===== src/hw/rtl/mm128_pkg.sv =====
// shared types, constants and cell placement for the 128-bit montgomery multiplier
// no dependencies; imported by the cell, the reduction stage and the top level
package mm128_pkg;

  localparam int MODULUS_BITS = 128;
  localparam int LIMB_BITS    = 32;
  localparam int NUM_LIMBS    = 4;
  localparam int OPERAND_BITS = LIMB_BITS * NUM_LIMBS;
  localparam int HALF_BITS    = OPERAND_BITS / 2;
  localparam int CFG_INDEX_BITS = 8;

  // operands and modulus are cut to MODULUS_BITS, the inverse is not
  localparam logic [OPERAND_BITS-1:0] OPERAND_MASK =
    {OPERAND_BITS{1'b1}} >> (OPERAND_BITS - MODULUS_BITS);

  // cell chain: a*b (16 cells), low half times inverse (10 cells), m*N (16 cells)
  localparam int P1_CELLS  = NUM_LIMBS * NUM_LIMBS;
  localparam int P2_CELLS  = NUM_LIMBS * (NUM_LIMBS + 1) / 2;
  localparam int P3_CELLS  = NUM_LIMBS * NUM_LIMBS;
  localparam int P2_FIRST  = P1_CELLS;
  localparam int P3_FIRST  = P1_CELLS + P2_CELLS;
  localparam int NUM_CELLS = P1_CELLS + P2_CELLS + P3_CELLS;

  localparam logic MODE_MULTIPLY  = 1'b0;
  localparam logic MODE_FROM_MONT = 1'b1;

  typedef enum logic [CFG_INDEX_BITS-1:0] {
    REG_MODULUS_LOW      = 8'd0,
    REG_MODULUS_HIGH     = 8'd1,
    REG_NEG_INVERSE_LOW  = 8'd2,
    REG_NEG_INVERSE_HIGH = 8'd3
  } mm128_reg_t;

  // where a cell sits in its multiplication
  typedef struct packed {
    logic [1:0] row;
    logic [1:0] col;
    logic       row_end;
  } mm128_pos_t;

  // one word in flight along the chain
  typedef struct packed {
    logic [NUM_LIMBS-1:0][LIMB_BITS-1:0]   x;
    logic [NUM_LIMBS-1:0][LIMB_BITS-1:0]   y;
    logic [2*NUM_LIMBS-1:0][LIMB_BITS-1:0] z;
    logic [2*NUM_LIMBS-1:0][LIMB_BITS-1:0] keep;
    logic [LIMB_BITS-1:0]                  carry;
  } mm128_item_t;

  function automatic mm128_pos_t mm128_cell_pos(input int k);
    mm128_pos_t p;
    int         r;
    p = '0;
    r = 0;
    if (k < P2_FIRST) begin
      r = k;
    end else if (k >= P3_FIRST) begin
      r = k - P3_FIRST;
    end
    if (k < P2_FIRST || k >= P3_FIRST) begin
      p.row     = 2'(r >> 2);
      p.col     = 2'(r);
      p.row_end = (p.col == 2'd3);
    end else begin
      // truncated product: only limb pairs that land in the low half
      r = k - P2_FIRST;
      case (r) inside
        [0:3]: begin
          p.row = 2'd0;
          p.col = 2'(r);
        end
        [4:6]: begin
          p.row = 2'd1;
          p.col = 2'(r - 4);
        end
        [7:8]: begin
          p.row = 2'd2;
          p.col = 2'(r - 7);
        end
        default: begin
          p.row = 2'd3;
          p.col = 2'd0;
        end
      endcase
    end
    return p;
  endfunction

endpackage


===== src/hw/rtl/mm128_cell.sv =====
// one multiply-accumulate cell of the chain: z[row+col] += x[row]*y[col] + carry
// depends on mm128_pkg
module mm128_cell
  import mm128_pkg::*;
(
  input  logic        clk,
  input  logic        rst,
  input  mm128_pos_t  pos,
  input  logic        valid_in,
  input  mm128_item_t item_in,
  output logic        valid,
  output mm128_item_t item
);

  logic [2:0]           zi;
  logic [LIMB_BITS-1:0] carry_in;
  logic [63:0]          prod;
  logic [63:0]          acc;
  mm128_item_t          item_next;

  always_comb begin
    zi       = {1'b0, pos.row} + {1'b0, pos.col};
    // each row starts with a clean carry
    carry_in = (pos.col == 2'd0) ? '0 : item_in.carry;
    prod     = {32'b0, item_in.x[pos.row]} * {32'b0, item_in.y[pos.col]};
    acc      = prod + {32'b0, item_in.z[zi]} + {32'b0, carry_in};
    item_next            = item_in;
    item_next.z[zi]      = acc[31:0];
    item_next.carry      = acc[63:32];
    if (pos.row_end) begin
      item_next.z[{1'b1, pos.row}] = acc[63:32];
    end
  end

  always_ff @(posedge clk) begin
    if (rst) begin
      valid <= 1'b0;
    end else begin
      valid <= valid_in;
    end
    item <= item_next;
  end

endmodule


===== config.mk =====
export PLATFORM = sky130hd
export DESIGN_NAME = mm128_cell
export DESIGN_NICKNAME = d
export VERILOG_FILES = /design/src/hw/rtl/mm128_pkg.sv /design/src/hw/rtl/mm128_cell.sv
export SDC_FILE = /design/constraint.sdc
export NUM_CORES = 2
export LEC_CHECK = 0
export BUFFER_PORTS_ARGS = -buffer_cell sky130_fd_sc_hd__buf_2
export CORE_AREA = 2 2 632 634
export CTS_BUF_LIST = sky130_fd_sc_hd__clkbuf_8
export CTS_CLUSTER_SIZE = 8
export DETAILED_ROUTE_END_ITERATION = 12
export DIE_AREA = 0 0 634 636
export PLACE_DENSITY_LB_ADDON = 0.15
export SYNTH_ARGS = -nofsm -noshare
export SYNTH_HDL_FRONTEND = slang
export SYNTH_SLANG_ARGS = --single-unit

===== constraint.sdc =====
create_clock -name clk -period 14.85 [get_ports clk]
set_input_delay 3.7125 -clock clk [delete_from_list [all_inputs] [get_ports clk]]
set_output_delay 3.7125 -clock clk [all_outputs]
set_load 0.02 [all_outputs]

==> flow_summary.toml <==
[placement]
hpwl_um = 363000
placement.io_buffers = 1608
place_congestion = 0.955

[logic_synthesis]
postSynthNetCount = 8203
syn_inst = 6158
yosys_warnings = 0
syn_avg_cell_area_um2 = 9.39
synth-async-reset-ratio_pct = 0
ys_ff_latch = 801
synth_ff_type = "dfxtp_1"
synth-edff-count = 0
syn_area_um2 = 57900
yosysSeqAreaShare_pct = 27.7
ys_types = 71

[routing]
dr_total_vias = 52600
top_layer = "met5"
route.met2.wl_um = 208000
drc = 0
vias_per_cell = 3.92
firstDrtPassIters = 6
met1_length_um = 171000
antenna_left = 0
met3WireLength_um = 23400
wl_per_cell_um = 31.3
wl_um = 420000
drt_iter0_markers = 3918

[grt]
gr-total-overflow = 0
grt_use_total_pct = 20.3
grt_pass1_vias = 54600
grt_max_degree = 89
antenna_found_initial = 251
grt_pass1_wl_um = 541000

[cells_and_area]
fin_nets = 9885
drive_gt1_share_pct = 28.3
fillCellCount = 44700
layout_commonest_cell = "buf_2"
layout_common_cells = "buf_2 (1604), inv_1 (1167), fa_1 (960)"
synthToLayoutAreaGrowth_pct = 33.8

[critical_path]
crit_type = "input port to register"
path_max_fanout = 56
cp.required_ns = 15.54
startpoint = "pos[1]"
cp.arrival_ns = 13.94
startpoint_type = "input port"
end_kind = "register"

[clock_network]
cts.path.max_buffers = 4
cts_resized = 0
path_clk_slew_ns = 0.07
cts_tree = "built"
cts-root-buf = "clkbuf_8"
cts_hold_buf = 0
cts_buffers = 170
cts_sinks = 801
cts_setup_buffers = 0
htreeDepth = 4

[floorplanning]
ios = 1609
die_h_um = 636
row_count = 232
coreArea_um2 = 397000
initial_core_util_pct = 14.6
die-area_um2 = 403000
die_w_um = 634

[timing]
fin_crit_ns = 13.25
slew_headroom_pct = 1.67
fmax_ghz = 0.0755
rsz0062_at_grt = "false"
fin_setup_tns_ns = 0
slew_viol_final = 0
worst_slew_pin_slew_ns = 1.46
setup_viol = 0
hold_viol_final = 0
fin_crit_sh_pct = 89.2

[flow_run]
cap_violations = 0

[outcome]
outcome = "completed"

[min_path]
min_from = "item_in[110]"
hold_path_depth = 1
hp-class = "input port to register"
synthesized netlist by cell type (12+ instances only):
master | count | area [um^2]
inv_1 | 1113 | 4180
fa_1 | 960 | 19200
nand2_1 | 852 | 3200
dfxtp_1 | 801 | 16000
nor2_1 | 627 | 2350
clkbuf_1 | 297 | 1110
ha_1 | 277 | 3470
o21ai_0 | 210 | 1050
a21oi_1 | 185 | 926
o22ai_1 | 107 | 669
a211oi_1 | 92 | 691
o21a_1 | 69 | 518
mux2i_1 | 61 | 611
mux2_2 | 59 | 664
o21ai_1 | 44 | 220
nor2b_1 | 39 | 244
xnor2_1 | 37 | 324
buf_1 | 30 | 113
and2_1 | 29 | 181
xor2_1 | 26 | 228
nand4_1 | 24 | 150
nor4_1 | 21 | 131
a21o_1 | 20 | 150
nor3_1 | 19 | 95.1
nand3_1 | 14 | 70.1
o211ai_1 | 13 | 97.6
nand2b_1 | 12 | 75.1
logic make-up (layout without fill, tap and decap cells):
family	Yosys count	in the layout	share of synthesized area, %
xor gates and xnor gates	64	64	0.982
muxes	125	125	2.40
adders and majority gates	1237	1237	39.2
AOI/OAI and AO/OA	816	816	8.65
buffers and inverters	1445	3251	9.39
DFF	801	801	27.7
other	0	179	0
and+or+nand+nor	1670	1670	11.7
area by class of cell:
type / instances / area, um^2 / area share (%)
antenna: 179 / 448 / 0.579
clock buffer: 201 / 2770 / 3.57
clock inverter: 95 / 612 / 0.790
inverter: 1113 / 4180 / 5.40
multi-input combinational: 3912 / 36900 / 47.7
sequential: 801 / 16000 / 20.7
tap: 5265 / 6590 / 8.51
timing repair buffer: 1842 / 9890 / 12.8
critical path, cell delays in order:
cell	delay (ns)
buf_4	0.64
buf_4	0.42
o21a_1	0.85
nand2_1	0.16
fa_1	0.50
fa_1	0.52
inv_1	0.06
fa_1	0.55
inv_1	0.08
fa_1	0.53
inv_1	0.05
ha_1	0.18
fa_1	0.47
inv_1	0.05
fa_1	0.54
inv_1	0.05
fa_1	0.44
ha_1	0.41
a21oi_1	0.18
o21ai_0	0.21
o2bb2ai_1	0.24
o211a_1	0.31
o31ai_4	0.38
o21ba_4	0.28
o31ai_2	0.13
a221o_1	0.40
xnor2_2	0.96
a21oi_1	0.43
per-layer routing:
metal	global-route usage, %	vias to the layer above
met4	8.71	50
met3	3.55	656
li1	-	22500
met1	24.7	27200
met2	34.8	2128
met5	0	-
state kept, by name (all words and copies together), names as in the netlist:
signal and cells:
item 800, valid 1
final timing paths:
kind / to / slack (ns)
max: item[444] / 1.60
min: item[110] / 2.78
metrics by stage:
| stage | cell area (um^2) | hold WS, ns | cells | util, % | setup WS (ns) |
|---|---|---|---|---|---|
| floorplan | 57900 | 3.74 | 6158 | - | 2.58 |
| global placement | 73600 | 3.82 | 12900 | 18.5 | 0.595 |
| detailed placement | 73600 | 3.82 | 12900 | 18.5 | 0.560 |
| CTS | 77000 | 2.64 | 13200 | 19.4 | 1.63 |
| global route | 77300 | 2.70 | 13400 | 19.5 | 1.37 |
| finish | 77400 | 2.78 | 13400 | 19.5 | 1.60 |
Power is left out: the tool's default activity adds up to more than one toggle a clock period on the data nets, which glitch-free logic cannot reach.
