[src/hw/rtl/mm128_pkg.sv]
// shared types, constants and cell placement for the 128-bit montgomery multiplier
// no dependencies; imported by the cell, the reduction stage and the top level
package mm128_pkg;

  localparam int MODULUS_BITS = 128;
  localparam int LIMB_BITS    = 32;
  localparam int NUM_LIMBS    = 4;
  localparam int OPERAND_BITS = LIMB_BITS * NUM_LIMBS;
  localparam int HALF_BITS    = OPERAND_BITS / 2;
  localparam int CFG_INDEX_BITS = 8;

  // operands and modulus are cut to MODULUS_BITS, the inverse is not
  localparam logic [OPERAND_BITS-1:0] OPERAND_MASK =
    {OPERAND_BITS{1'b1}} >> (OPERAND_BITS - MODULUS_BITS);

  // cell chain: a*b (16 cells), low half times inverse (10 cells), m*N (16 cells)
  localparam int P1_CELLS  = NUM_LIMBS * NUM_LIMBS;
  localparam int P2_CELLS  = NUM_LIMBS * (NUM_LIMBS + 1) / 2;
  localparam int P3_CELLS  = NUM_LIMBS * NUM_LIMBS;
  localparam int P2_FIRST  = P1_CELLS;
  localparam int P3_FIRST  = P1_CELLS + P2_CELLS;
  localparam int NUM_CELLS = P1_CELLS + P2_CELLS + P3_CELLS;

  localparam logic MODE_MULTIPLY  = 1'b0;
  localparam logic MODE_FROM_MONT = 1'b1;

  typedef enum logic [CFG_INDEX_BITS-1:0] {
    REG_MODULUS_LOW      = 8'd0,
    REG_MODULUS_HIGH     = 8'd1,
    REG_NEG_INVERSE_LOW  = 8'd2,
    REG_NEG_INVERSE_HIGH = 8'd3
  } mm128_reg_t;

  // where a cell sits in its multiplication
  typedef struct packed {
    logic [1:0] row;
    logic [1:0] col;
    logic       row_end;
  } mm128_pos_t;

  // one word in flight along the chain
  typedef struct packed {
    logic [NUM_LIMBS-1:0][LIMB_BITS-1:0]   x;
    logic [NUM_LIMBS-1:0][LIMB_BITS-1:0]   y;
    logic [2*NUM_LIMBS-1:0][LIMB_BITS-1:0] z;
    logic [2*NUM_LIMBS-1:0][LIMB_BITS-1:0] keep;
    logic [LIMB_BITS-1:0]                  carry;
  } mm128_item_t;

  function automatic mm128_pos_t mm128_cell_pos(input int k);
    mm128_pos_t p;
    int         r;
    p = '0;
    r = 0;
    if (k < P2_FIRST) begin
      r = k;
    end else if (k >= P3_FIRST) begin
      r = k - P3_FIRST;
    end
    if (k < P2_FIRST || k >= P3_FIRST) begin
      p.row     = 2'(r >> 2);
      p.col     = 2'(r);
      p.row_end = (p.col == 2'd3);
    end else begin
      // truncated product: only limb pairs that land in the low half
      r = k - P2_FIRST;
      case (r) inside
        [0:3]: begin
          p.row = 2'd0;
          p.col = 2'(r);
        end
        [4:6]: begin
          p.row = 2'd1;
          p.col = 2'(r - 4);
        end
        [7:8]: begin
          p.row = 2'd2;
          p.col = 2'(r - 7);
        end
        default: begin
          p.row = 2'd3;
          p.col = 2'd0;
        end
      endcase
    end
    return p;
  endfunction

endpackage

[src/hw/rtl/mm128_reduce.sv]
// final stages: U = T + m*N, keep the upper 129 bits, subtract N once if needed
// depends on mm128_pkg
module mm128_reduce
  import mm128_pkg::*;
(
  input  logic                    clk,
  input  logic                    rst,
  input  logic                    valid_in,
  input  mm128_item_t             item_in,
  input  logic [OPERAND_BITS-1:0] n,
  output logic                    done,
  output logic [HALF_BITS-1:0]    product_low,
  output logic [HALF_BITS-1:0]    product_high
);

  logic [OPERAND_BITS:0]   lo_sum;
  logic                    v1;
  logic                    c1;
  logic [OPERAND_BITS-1:0] t_hi;
  logic [OPERAND_BITS-1:0] p_hi;
  logic [OPERAND_BITS:0]   r_next;
  logic                    v2;
  logic [OPERAND_BITS:0]   r;
  logic [OPERAND_BITS+1:0] diff;
  logic [OPERAND_BITS-1:0] result;

  always_comb begin
    lo_sum = {1'b0, item_in.keep[NUM_LIMBS-1:0]} + {1'b0, item_in.z[NUM_LIMBS-1:0]};
    r_next = {1'b0, t_hi} + {1'b0, p_hi} + {{OPERAND_BITS{1'b0}}, c1};
    // no borrow out means r is at least n
    diff   = {1'b0, r} - {2'b0, n};
    result = diff[OPERAND_BITS+1] ? r[OPERAND_BITS-1:0] : diff[OPERAND_BITS-1:0];
  end

  always_ff @(posedge clk) begin
    if (rst) begin
      v1   <= 1'b0;
      v2   <= 1'b0;
      done <= 1'b0;
    end else begin
      v1   <= valid_in;
      v2   <= v1;
      done <= v2;
    end
    c1           <= lo_sum[OPERAND_BITS];
    t_hi         <= item_in.keep[2*NUM_LIMBS-1:NUM_LIMBS];
    p_hi         <= item_in.z[2*NUM_LIMBS-1:NUM_LIMBS];
    r            <= r_next;
    product_low  <= result[HALF_BITS-1:0];
    product_high <= result[OPERAND_BITS-1:HALF_BITS];
  end

endmodule

[config.mk]
export PLATFORM = sky130hd
export DESIGN_NAME = mm128_reduce
export DESIGN_NICKNAME = d
export VERILOG_FILES = /design/src/hw/rtl/mm128_pkg.sv /design/src/hw/rtl/mm128_reduce.sv
export SDC_FILE = /design/constraint.sdc
export NUM_CORES = 1
export LEC_CHECK = 0
export ABC_AREA = 1
export BUFFER_PORTS_ARGS = -buffer_cell sky130_fd_sc_hd__buf_4
export CORE_AREA = 2 2 416 418
export CTS_CLUSTER_SIZE = 24
export DETAILED_ROUTE_END_ITERATION = 16
export DIE_AREA = 0 0 418 420
export PLACE_DENSITY = 0.46
export SLEW_MARGIN = 40
export SYNTH_ARGS = -nofsm -noshare
export SYNTH_HDL_FRONTEND = slang
export SYNTH_SLANG_ARGS = --single-unit
[constraint.sdc]
create_clock -name clk -period 2.75 [get_ports clk]
set_clock_uncertainty 0.05 [all_clocks]
set_input_delay 0.55 -clock clk [delete_from_list [all_inputs] [get_ports clk]]
set_output_delay 0.55 -clock clk [all_outputs]
set_load 0.05 [all_outputs]
==> results.cfg, run 1 <==
[outcome]
status = finished with violations
violations = negative setup slack

[placed_design]
port-buffer-count = 771
dp.cells = 11100
place.gp.congestion = 0.993
hpwl_um = 225000
post-place-ws_ns = -0.710

[timing]
tightest_slew_ns = 0.651
slew_viol_final = 0
min_period_ns = 2.79
post-route-period-util_pct = 102
rsz0062_at_grt = true
setup-violations-final = 6
max_slew_margin_pct = 56.4
hold_violations = 0
setup_ws_ns = -0.0430
fmax_mhz = 358

[logic_synthesis]
synth_area_leader_cell = dfxtp_1
netlist_area_mm2 = 0.0410
synth-edff-count = 0
synth_cells = 6964
post-synth-top-count-cell = nand2_1
async_flop_share_pct = 0
ys_warn_count = 0
synthTopCellsByCount = 2416 x nand2_1, 1437 x inv_1, 688 x nor2_1
synth_nets = 8280
synth_seq_cells = 517
yosysTopAreaCellShare_pct = 25.3
ys.flop_type = dfxtp_1
yosysUniqueCellTypes = 42
yosysSeqAreaShare_pct = 25.3
synth_area_leaders = dfxtp_1 25%, nand2_1 22%, inv_1 13%
postSynthAreaPerCell_um2 = 5.88

[routing]
routedWlPerCell_um = 22.1
dr_total_vias = 51200
post-route-drc-count = 0
wl_um = 255000
first_pass_iters = 5
vias_per_cell = 4.44
drt_iter0_drc = 3517
final_antenna_net_count = 0

[floorplanning]
row_count = 152
die_h_um = 420
ios = 1060
core_area_mm2 = 0.171
die_area_mm2 = 0.176
start_util_pct = 24.0
die_x_um = 418

[min_path]
min_from = n[0]
holdPathStages = 5
min_path_type = input port to register
worstHoldEndpoint = product_low[0]

[setup_path]
path_delay_family = simple AND/OR/NAND/NOR gates
r2r_start = c1
cp_slowest_cell = fa_2
regToRegSetupSlack_ns = -0.04
path_class = register to register
crit_fanout = 5
arrival_ns = 3.27
cp.required_ns = 3.23
startpoint_type = register
r2r-end = r[112]
worst-path-buf-inv = 0
crit_path_end_kind = register
cp_cell_sequence = fa_2 > fa_2 > nand3_2 > nand2_2 > nand2_1 > o211ai_1 > nand2_1 > nand3_4 > nand2_2 > nand3_4 > nand3_2 > nand2_1 > nand2_1 > nand2_1
max_stage_delay_ns = 0.41
reg2regPathDepth = 14
crit_path_frequent_cell = nand2_1

[grt]
grt_use_total_pct = 28.1
grt_util_met2_pct = 44.8
grt_max_degree = 29
grt_pass1_vias = 50800
grt-busiest-layer = met2
grtUsageMet1_pct = 38.8
antenna_found_initial = 22
grt_overflow = 0
met3_usage_pct = 3.17
grt_pass1_wl_um = 350000

[layout]
areaGrowthSynthToFinish_pct = 61.3
final_cells = 11500
drive_gt1_share_pct = 27.6
fin_nets = 10600

[clock_network]
cts_made_buffers = 59
cts.clk_slew.worst_paths_ns = 0.06
cts_num_sinks = 517
cts_max_level = 2
clock_path_buffers = 3
clk_latency_ns = 0.71
root_buffer = clkbuf_16
cts_tree = yes

[pwr]
p_leak_nw = 35.8
ir_worst_vdd_v = 0.000571
power_density_mw_per_mm2 = 666
power.total_mw = 44.0

[flow_run]
max-cap-violations = 0
==> routing by layer <==
layer / vias up / wire (um) / share of wire, %
met4: 4 / 10700 / 4.2
met1: 23400 / 120000 / 47
met5: - / 22 / 0.0086
met2: 1556 / 111000 / 43
li1: 25900 / - / -
met3: 298 / 13500 / 5.3
==> per-stage QoR <==
step | utilization (%) | setup TNS (ns) | hold WS [ns] | instance area, um^2
2_1_floorplan | - | 0 | 0.338 | 41000
3_3_place_gp | 34.5 | -69.30 | 0.343 | 59100
3_5_place_dp | 34.5 | -66.76 | 0.351 | 59100
4_1_cts | 38.0 | -0.0982 | 0.169 | 65000
5_1_grt | 38.6 | -8.26 | 0.235 | 66000
6_report | 38.6 | -0.0769 | 0.215 | 66100
==> what timing repair did <==
item,in CTS,in global routing
setup endpoints to repair,183,214
cloned,8,0
resized for setup,205,269
hold buffers,258,0
hold endpoints to repair,259,0
pin swaps,25,34
buffers inserted,29,4
==> placed cells by master, fill, tap and decap left out, drive strengths merged, types with 5 or more instances in the layout <==
cell type | netlist | layout
nor4 | 12 | 12
and2 | 8 | 8
dfxtp | 517 | 517
nor3 | 67 | 67
clkinvlp | 0 | 9
xor2 | 125 | 125
clkbuf | 14 | 71
nand4 | 69 | 69
o21ai | 240 | 240
a21o | 13 | 13
nand3 | 395 | 395
o21bai | 11 | 11
nand3b | 19 | 19
o21a | 9 | 9
o211ai | 7 | 7
a21oi | 436 | 436
ha | 382 | 382
clkinv | 1 | 17
buf | 26 | 1993
inv | 1460 | 1467
nor2 | 703 | 703
diode | 0 | 11
nand2 | 2426 | 2426
dlygate4sd3 | 0 | 258
bufinv | 0 | 6
a21boi | 5 | 5
==> cell families (layout without fill, tap and decap cells) <==
logic type / after synthesis / after routing / share of synthesized area [%]
xor+xnor: 128 / 128 / 2.74
compound gates: 726 / 726 / 9.17
flops: 517 / 517 / 25.3
simple gates: 3707 / 3707 / 36.9
buf+inv: 1501 / 3825 / 14.1
fa+ha+maj: 385 / 385 / 11.8
other cells: 0 / 11 / 0
==> power by group <==
part           internal, mW  switching (mW)
registers              9.04            1.51
clock network          4.78            3.69
logic                  9.91            15.1
total                  23.7            20.3
==> state kept, by name (all words and copies together), names as in the netlist <==
| name | flops |
|---|---|
| product_high | 64 |
| p_hi | 128 |
| v2 | 1 |
| product_low | 64 |
| r | 129 |
| t_hi | 128 |
| c1 | 1 |
| done | 1 |
| v1 | 1 |
==> cell type report <==
| class | count | area, um^2 |
|---|---|---|
| diodes | 11 | 27.5 |
| clock inverters | 38 | 442 |
| inverters | 1461 | 5480 |
| flip-flops and latches | 517 | 10400 |
| fillers | 18700 | 105000 |
| multi-input cells | 4946 | 26600 |
| repair buffers | 2255 | 18700 |
| clock buffers | 71 | 1610 |
| well taps | 2233 | 2790 |
==> how the worst max path moves through the flow <==
stage / startpoint / endpoint / slack [ns] / depth (start not counted)
2_1_floorplan: c1 / r[124] / 0.26 / 16
3_3_place_gp: c1 / r[46] / -0.67 / 16
3_5_place_dp: c1 / r[46] / -0.71 / 16
4_1_cts: p_hi[0] / r[104] / -0.04 / 16
5_1_grt: r[108] / product_high[26] / -0.11 / 17
6_report: c1 / r[112] / -0.04 / 14
==> worst reg2reg max path: cells and delay by family, from the launching register on <==
| family | cells | cell delay (ns) |
|---|---|---|
| simple gates | 11 | 1.20 |
| fa+ha+maj | 2 | 0.77 |
| flops | 1 | 0.33 |
| compound gates | 1 | 0.26 |
Power figures use the tool's default switching activity.
==> run 2: changes to the inputs <==
- clock period: 2.75 -> 3.35 ns (I/O delays scaled with it)
==> results.cfg, run 2 (synthesis gave the netlist of run 1 again) <==
[timing]
slew_viol_final = 0
setup-violations-final = 0
rsz0062_at_grt = false
hold_violations = 0
max_slew_margin_pct = 49.1
min_period_ns = 3.17
post-route-period-util_pct = 94.7
fmax_mhz = 315
fin_tns_setup_ns = 0
setup_ws_ns = 0.177
tightest_slew_ns = 0.758

[pwr]
ir_worst_vdd_v = 0.000369
p_leak_nw = 30.7
pwr-share-seq_pct = 26.6
intPower_mw = 17.2
power_frac_comb_pct = 52.9
netSwitchingFraction_pct = 47.7
p_clk_share_pct = 20.5
power_density_mw_per_mm2 = 586
switchingPower_mw = 15.6

[setup_path]
path_class = register to register
arrival_ns = 3.73
crit_fanout = 13
crit_path_end_kind = register
cp.required_ns = 3.91
startpoint_type = register

[routing]
wl_um = 246000
post-route-drc-count = 0
routedWlPerCell_um = 23.3
first_pass_iters = 6
drt_iter0_drc = 3339
vias_per_cell = 4.51
dr_total_vias = 47700
final_antenna_net_count = 0

[grt]
grt_pass1_wl_um = 334000
grt_use_total_pct = 27.1
grt_pass1_vias = 46700
grt_max_degree = 49
grt_overflow = 0
antenna_found_initial = 27

[placed_design]
place.gp.congestion = 1.02
post-place-ws_ns = -0.184
hpwl_um = 224000
dpl_cell_area_mm2 = 0.0530
port-buffer-count = 771
dp.cells = 10400

[layout]
drive_gt1_share_pct = 16.9
final_cell_mix = 2416 x nand2_1, 1437 x inv_1, 1184 x buf_4
top_register = r
largest_reg_flops = 129
areaGrowthSynthToFinish_pct = 36.7
reg_top3 = r x129, p_hi x128, t_hi x128
nFillCells = 19300
fin_nets = 9617
final_cells = 10600
final_common_cell = nand2_1
fin_area_mm2 = 0.0560

[floorplanning]
row_count = 152
ios = 1060
core_area_mm2 = 0.171
start_util_pct = 24.0
die_h_um = 420
die_area_mm2 = 0.176
die_x_um = 418

[outcome]
status = completed

[clock_network]
cts_max_level = 2
clk_latency_ns = 0.71
cts_num_sinks = 517
clock_path_buffers = 3
cts_made_buffers = 58
cts_tree = yes
cts.clk_slew.worst_paths_ns = 0.07
root_buffer = clkbuf_16

[flow_run]
max-cap-violations = 0

[min_path]
min_path_type = input port to register
run 2: cell count changes in the layout (fill, tap and decap cells not counted), moves of 40 or more:
cell	change
buf_12	-40
nor2_1	+82
nand2_2	-119
nand2_1	+147
dlygate4sd3_1	-156
ha_1	+47
buf_4	-722
nor2_2	-66
run 2: layout make-up:
| class | instances | area, um^2 | area share, % |
|---|---|---|---|
| repair buffers | 1317 | 10500 | 18.8 |
| clock inverters | 28 | 382 | 0.681 |
| flip-flops and latches | 517 | 10400 | 18.5 |
| clock buffers | 73 | 1620 | 2.89 |
| diodes | 7 | 17.5 | 0.0313 |
| inverters | 1461 | 5480 | 9.79 |
| well taps | 2233 | 2790 | 4.99 |
| multi-input cells | 4946 | 24800 | 44.3 |
run 2: worst paths after layout:
path	to	slack [ns]	cells after the start	startpoint
hold reg to reg	v2	0.35	2	v1
setup / recovery	product_high[32]	0.18	16	r[100]
hold / removal	p_hi[39]	0.03	1	item_in[455]
setup reg to reg	product_high[32]	0.18	16	r[100]
run 2: power by group through the flow:
| stage | combinational [mW] | clock (mW) | sequential (mW) |
|---|---|---|---|
| 6_report | 17.4 | 6.72 | 8.74 |
| 5_1_grt | 18.7 | 7.14 | 8.75 |
| 4_1_cts | 17.3 | 6.93 | 8.69 |
| 3_5_place_dp | 17.1 | 0 | 8.83 |
| 3_3_place_gp | 17.1 | 0 | 8.80 |
| 2_1_floorplan | 6.77 | 0 | 10.5 |
run 2: repair_timing:
item / 4_1_cts / 5_1_grt
setup endpoints to repair: 0 / 49
hold buffers: 102 / 0
endpoints found under the hold margin: 102 / 0
resized for setup: 0 / 3
buffers inserted: 0 / 0
run 2: layer usage:
metal | up-vias | part of all wire [%] | track usage, % | wire [um]
met4 | 4 | 4.1 | 9.89 | 10200
met2 | 1542 | 43 | 42.5 | 106000
met3 | 264 | 5.7 | 2.89 | 14000
li1 | 24000 | - | - | -
met1 | 21900 | 47 | 38.1 | 116000
met5 | - | 0.012 | 0 | 30
run 2: worst max-delay path: stages (launching register included):
cell and delay (ns):
dfxtp_1 0.65, ha_1 0.38, nand2_1 0.11, inv_1 0.06
nand2_1 0.06, nand3_1 0.09, a21oi_2 0.31, o21ai_1 0.09
nand2_1 0.06, nand3_1 0.06, buf_4 0.16, nor2_4 0.12
buf_4 0.20, buf_12 0.17, buf_12 0.14, nand3_1 0.18
nand2_1 0.17
run 2: stage by stage:
step / util, % / hold WS, ns / power, mW
after global placement: 31.0 / 0.347 / 25.9
final: 32.8 / 0.0346 / 32.8
after floorplan: - / 0.338 / 17.3
after CTS: 32.7 / 0.0000934 / 32.9
after detailed placement: 31.0 / 0.344 / 25.9
after global routing: 32.7 / 0.0106 / 34.5
